## src/rtl/core/stvk_pkg.sv

```systemverilog
// stvk_pkg: shared types, register indexes and rounding helper for the
// st venant-kirchhoff energy, stress and hessian block
// no dependencies
`timescale 1ns / 1ps
`default_nettype none
package stvk_pkg;

    localparam int OUT_W  = 48;
    localparam int COEF_W = 24;

    localparam logic       CFG_LAMBDA = 1'b0;
    localparam logic       CFG_MU     = 1'b1;
    localparam logic [1:0] COL_LAST   = 2'd3;

    localparam logic [COEF_W-1:0] LAMBDA_RST = 24'd93623;
    localparam logic [COEF_W-1:0] MU_RST     = 24'd23406;

    typedef logic signed [15:0] t_fval;

    typedef struct packed {
        logic [COEF_W-1:0] lam;
        logic [COEF_W-1:0] mu;
    } t_cfg;

    // f holds vec(F): index row + 2*col
    typedef struct packed {
        logic [3:0][15:0]       f;
        logic signed [33:0]     e00;
        logic signed [33:0]     e01;
        logic signed [33:0]     e11;
        logic signed [33:0]     b00;
        logic signed [33:0]     b01;
        logic signed [33:0]     b11;
        logic signed [34:0]     tr;
        logic [OUT_W-1:0]       energy;
        logic                   esat;
        logic [3:0][OUT_W-1:0]  stress;
        logic [3:0]             ssat;
    } t_item;

    typedef struct packed {
        logic [OUT_W-1:0] val;
        logic             sat;
    } t_rs;

    localparam logic signed [127:0] MAX48 = 128'sh7FFF_FFFF_FFFF;
    localparam logic signed [127:0] MIN48 = -128'sh8000_0000_0000;

    // round half up at bit s, clamp to 48 bits
    function automatic t_rs round_sat(input logic signed [127:0] v, input int unsigned s);
        logic signed [127:0] t;
        t_rs r;
        t = v + ({{127{1'b0}}, 1'b1} << (s - 1));
        t = t >>> s;
        if (t > MAX48) begin
            r.val = 48'h7FFF_FFFF_FFFF;
            r.sat = 1'b1;
        end else if (t < MIN48) begin
            r.val = 48'h8000_0000_0000;
            r.sat = 1'b1;
        end else begin
            r.val = t[OUT_W-1:0];
            r.sat = 1'b0;
        end
        return r;
    endfunction

endpackage
`default_nettype wire

```

## src/rtl/core/stvk_ram_free_queue_placeholder.sv

```systemverilog
// stvk_queue_ctl: occupancy bookkeeping for the item queue
// depends on nothing
`timescale 1ns / 1ps
`default_nettype none
module stvk_queue_ctl #(
    parameter int DEPTH = 4
) (
    input  wire logic                       i_clk,
    input  wire logic                       i_rst_n,
    input  wire logic                       i_push,
    input  wire logic                       i_pop,
    output logic [$clog2(DEPTH)-1:0]        o_wr_ptr,
    output logic [$clog2(DEPTH)-1:0]        o_rd_ptr,
    output logic                            o_full,
    output logic                            o_empty
);
    localparam int PW = $clog2(DEPTH);
    localparam int CW = $clog2(DEPTH + 1);
    localparam logic [PW-1:0] PTR_LAST = PW'(DEPTH - 1);
    localparam logic [CW-1:0] CNT_FULL = CW'(DEPTH);

    logic [PW-1:0] r_wr, r_rd;
    logic [CW-1:0] r_cnt;

    always_ff @(posedge i_clk) begin
        if (!i_rst_n) begin
            r_wr  <= '0;
            r_rd  <= '0;
            r_cnt <= '0;
        end else begin
            if (i_push) r_wr <= (r_wr == PTR_LAST) ? '0 : r_wr + 1'b1;
            if (i_pop)  r_rd <= (r_rd == PTR_LAST) ? '0 : r_rd + 1'b1;
            if (i_push && !i_pop)      r_cnt <= r_cnt + 1'b1;
            else if (!i_push && i_pop) r_cnt <= r_cnt - 1'b1;
        end
    end

    assign o_wr_ptr = r_wr;
    assign o_rd_ptr = r_rd;
    assign o_full   = (r_cnt == CNT_FULL);
    assign o_empty  = (r_cnt == '0);
endmodule
`default_nettype wire

```

## src/rtl/core/stvk_queue.sv

```systemverilog
// stvk_queue: short item queue between front and back
// depends on stvk_pkg and stvk_queue_ctl
`timescale 1ns / 1ps
`default_nettype none
module stvk_queue #(
    parameter int DEPTH = 4
) (
    input  wire logic           i_clk,
    input  wire logic           i_rst_n,
    input  wire logic           i_push,
    input  stvk_pkg::t_item     i_item,
    output logic                o_full,
    input  wire logic           i_pop,
    output stvk_pkg::t_item     o_item,
    output logic                o_empty
);
    import stvk_pkg::*;

    logic [$clog2(DEPTH)-1:0] wr_ptr, rd_ptr;
    t_item r_mem [DEPTH];

    stvk_queue_ctl #(.DEPTH(DEPTH)) u_ctl (
        .i_clk    (i_clk),
        .i_rst_n  (i_rst_n),
        .i_push   (i_push),
        .i_pop    (i_pop),
        .o_wr_ptr (wr_ptr),
        .o_rd_ptr (rd_ptr),
        .o_full   (o_full),
        .o_empty  (o_empty)
    );

    always_ff @(posedge i_clk) begin
        if (i_push) r_mem[wr_ptr] <= i_item;
    end

    assign o_item = r_mem[rd_ptr];
endmodule
`default_nettype wire

```

## config.mk

```make
export PLATFORM = sky130hd
export DESIGN_NAME = stvk_queue
export DESIGN_NICKNAME = d
export VERILOG_FILES = /design/src/rtl/core/stvk_pkg.sv /design/src/rtl/core/stvk_ram_free_queue_placeholder.sv /design/src/rtl/core/stvk_queue.sv
export SDC_FILE = /design/constraint.sdc
export NUM_CORES = 1
export LEC_CHECK = 0
export BUFFER_PORTS_ARGS = -buffer_cell sky130_fd_sc_hd__buf_2
export CAP_MARGIN = 20
export CORE_AREA = 2 2 428 430
export DETAILED_ROUTE_END_ITERATION = 7
export DIE_AREA = 0 0 430 432
export PLACE_DENSITY = 0.6
export SYNTH_ARGS = -nofsm -noshare
export SYNTH_HDL_FRONTEND = slang
export SYNTH_HIERARCHICAL = 1
export SYNTH_SLANG_ARGS = --single-unit
```

## constraint.sdc

```tcl
create_clock -name i_clk -period 120.6 [get_ports i_clk]
set_clock_uncertainty 0.15 [all_clocks]
set_input_delay 18.09 -clock i_clk [delete_from_list [all_inputs] [get_ports i_clk]]
set_output_delay 18.09 -clock i_clk [all_outputs]
set_load 0.1 [all_outputs]
```

==> results.py <==
metrics = {
    "status": {
        "run_status": "finished, final reports clean",
    },
    "timing": {
        "fin_setup_tns_ns": 0,
        "min_period_ns": 23.39,
        "setup_violations": 0,
        "setup_repair_after_global_routing_missed_its_margin": "false",
        "fmax_ghz": 0.0428,
        "final.period_utilization_pct": 19.4,
        "finalHoldViolations": 0,
        "max_slew_margin_pct": 27.2,
        "final_critical_path_setup_slack_ns": 97.21,
        "worstMarginPinSlew_ns": 1.09,
        "report.final.slew_viol_count": 0,
    },
    "synthesis": {
        "ys_types": 24,
        "ys_ff_latch": 2199,
        "synth.mux.area_fraction_pct": 15.5,
        "synth_top_family_by_area": "multiplexers",
        "xor_xnor_portion_of_the_synthesized_cell_area_pct": 0.0219,
        "syn-cell-area_mm2": 0.0800,
        "yosys_warnings": 6,
        "post_synth_fa_ha_maj_area_fraction_pct": 0.0719,
        "synth_simple_gate_area_share_pct": 0.125,
        "synth_sequential_area_ratio_pct": 82.5,
        "synth-async-reset-ratio_pct": 0,
        "cell_count_after_synthesis": 2899,
        "dominantRegCellSynth": "edfxtp_1",
        "syn_nets": 3455,
        "synth_compound_gate_area_share_pct": 0.0344,
        "synthesis.area_per_instance_um2": 27.6,
        "edff_count_synth": 2192,
    },
    "clocking": {
        "cts-resized-gates": 0,
        "clockRootBuffer": "clkbuf_16",
        "clk-insertion-delay-late_ns": 0.83,
        "holdBufCountCts": 0,
        "clock_sinks": 2199,
        "clk_path_buf_depth": 3,
        "h-tree-depth": 4,
        "cts_setup_buffers": 0,
        "path_clk_slew_ns": 0.06,
        "cts_buffers": 221,
        "cts_tree": "yes",
    },
    "route": {
        "vias": 36300,
        "post_drt_via_cell_ratio": 5.36,
        "wl_per_cell_um": 27.3,
        "antenna_left": 0,
        "drt_iter0_markers": 2691,
        "post-route-drc-count": 0,
        "drt_pre_antenna_iters": 7,
        "routed_wl_um": 185000,
    },
    "global_routing": {
        "grtUsageTotal_pct": 19.5,
        "grt_antenna_before_repair": 137,
        "global_route_wire_length_before_repair_um": 262000,
        "globalRouteOverflowTotal": 0,
        "grt_start_max_net_pins": 142,
        "first_global_vias": 37300,
    },
    "final_layout": {
        "final_common_cell": "edfxtp_1",
        "drive_above_1_share_pct": 46.1,
        "final_cell_mix": "2192 x edfxtp_1, 1101 x buf_2, 548 x mux4_2",
        "design_area_mm2": 0.0947,
        "syn2layout_area_growth_pct": 18.3,
        "finish.net_count": 4698,
        "finish.cell_count_without_fillers": 6763,
        "utilization_pct": 52.1,
    },
    "setup_path": {
        "most_frequent_cell_on_critical_path": "buf_4",
        "critPathKind": "flip-flop to primary output",
        "ff2ff_path_depth": 3,
        "cpLargestDelayFamily": "buffers and inverters",
        "rr_endpoint": "r_mem[1][280]",
        "ff2ff_setup_slack_ns": 116.96,
        "cp_num_cells": 5,
        "crit_path_cell_trace": "buf_4 > buf_4 > buf_4 > mux4_2 > buf_2",
        "path_buf_inv": 4,
        "timing.critical_path.slowest_stage_cell": "dfxtp_4",
        "critical_path.startpoint": "u_ctl/o_rd_ptr[1]",
        "worst_r2r_startpoint": "u_ctl/o_wr_ptr[1]",
        "critPathArrivalTime_ns": 5.15,
        "required_ns": 102.36,
        "timing.critical_path.from_type": "flip-flop",
        "worstSetupEndpointType": "primary output",
        "critical_path.max_fanout": 59,
        "cpPeakStageDelay_ns": 0.84,
        "critPathCapture": "o_item[398]",
    },
    "placed_design": {
        "place.gp.congestion": 0.785,
        "placement.setup.worst_slack_ns": 97.96,
        "dp_hpwl_um": 117000,
        "placed_inst_area_mm2": 0.0875,
        "numPortBuffers": 1101,
        "place_inst": 6304,
    },
    "die": {
        "fp.dieArea_mm2": 0.186,
        "die_h_um": 432,
        "die_w_um": 430,
        "initial_core_util_pct": 44.0,
        "ios": 1102,
        "row_count": 157,
        "core_region_area_mm2": 0.182,
    },
    "flow_run": {
        "max-cap-violations": 0,
    },
    "power": {
        "power.density_mw_per_mm2": 19.5,
        "leakagePower_nw": 31.3,
        "ir_drop_uv": 14.7,
    },
    "hold_path": {
        "worstHoldPathType": "flip-flop to flip-flop",
    },
}
## worst min-delay path by stage
stage,start,endpoint,depth (start not counted)
after floorplan,u_ctl/r_cnt[2],u_ctl/r_cnt[2],2
after global placement,u_ctl/r_cnt[2],u_ctl/r_cnt[2],2
after detailed placement,u_ctl/r_cnt[2],u_ctl/r_cnt[2],2
after CTS,u_ctl/r_cnt[2],u_ctl/r_cnt[2],2
after global routing,u_ctl/r_cnt[2],u_ctl/r_cnt[2],2
final,u_ctl/r_cnt[2],u_ctl/r_cnt[2],2
## per-stage QoR
stage | total power [mW] | hold WS, ns
floorplan | 1.17 | 0.316
global placement | 1.20 | 0.325
detailed placement | 1.21 | 0.350
CTS | 1.86 | 0.358
global route | 1.90 | 0.395
finish | 1.84 | 0.353
## state kept, by name, indices dropped and copies added, names as in the netlist
name and cells:
u_ctl/o_wr_ptr 2, u_ctl/o_rd_ptr 2, u_ctl/r_cnt 3, r_mem 2192
## area by class of cell
cell class                 instances  area [um^2]
antenna                           49          123
clock buffer                     281         5820
clock inverter                   129         1180
fill                           14100        87000
inverter                           2         7.51
multi-input combinational        576        12600
sequential                      2199        66000
tap                             2385         2980
timing repair buffer            1142         5990
## metal layers
layer  routed length, um  vias to the layer above  track usage, %
met1               67400                    19100            23.0
met4                8920                       68            10.8
met3               13400                      487            6.03
met2               94800                     1296            32.1
met5                 405                        -               0
li1                    -                    15300               -
## where the power goes
group | internal [mW] | leakage (nW) | total, mW | switching (mW)
Sequential | 0.874 | 20.2 | 0.881 | 0.00700
Combinational | 0.0580 | 7.68 | 0.306 | 0.248
Clock | 0.374 | 3.41 | 0.657 | 0.283
## Yosys cell counts (all sizes together) (2+ instances only)
library cell | instances | area share (%)
and3b | 2 | 0.022
buf | 115 | 1.8
clkbuf | 7 | 0.033
dfxtp | 7 | 0.18
edfxtp | 2192 | 82
ha | 3 | 0.047
inv | 2 | 0.0094
mux2i | 3 | 0.038
mux4 | 548 | 15
nor2b | 5 | 0.039
nor3 | 2 | 0.013
nor3b | 3 | 0.028
o21a | 2 | 0.019
## logic make-up (layout without fill, tap and decap cells)
| group | Yosys count | in the layout |
|---|---|---|
| buf+inv | 124 | 1554 |
| flops | 2199 | 2199 |
| mux | 551 | 551 |
| other cells | 0 | 49 |
| xor+xnor | 2 | 2 |
| compound gates | 4 | 4 |
| fa+ha+maj | 4 | 4 |
| simple gates | 15 | 15 |
## worst reg2reg max path, cell delays in order (launching register included)
cell     delay (ns)
dfxtp_1        0.36
and3b_4        0.95
buf_4          0.82
buf_4          0.92
(Power assumes the default switching activity.)
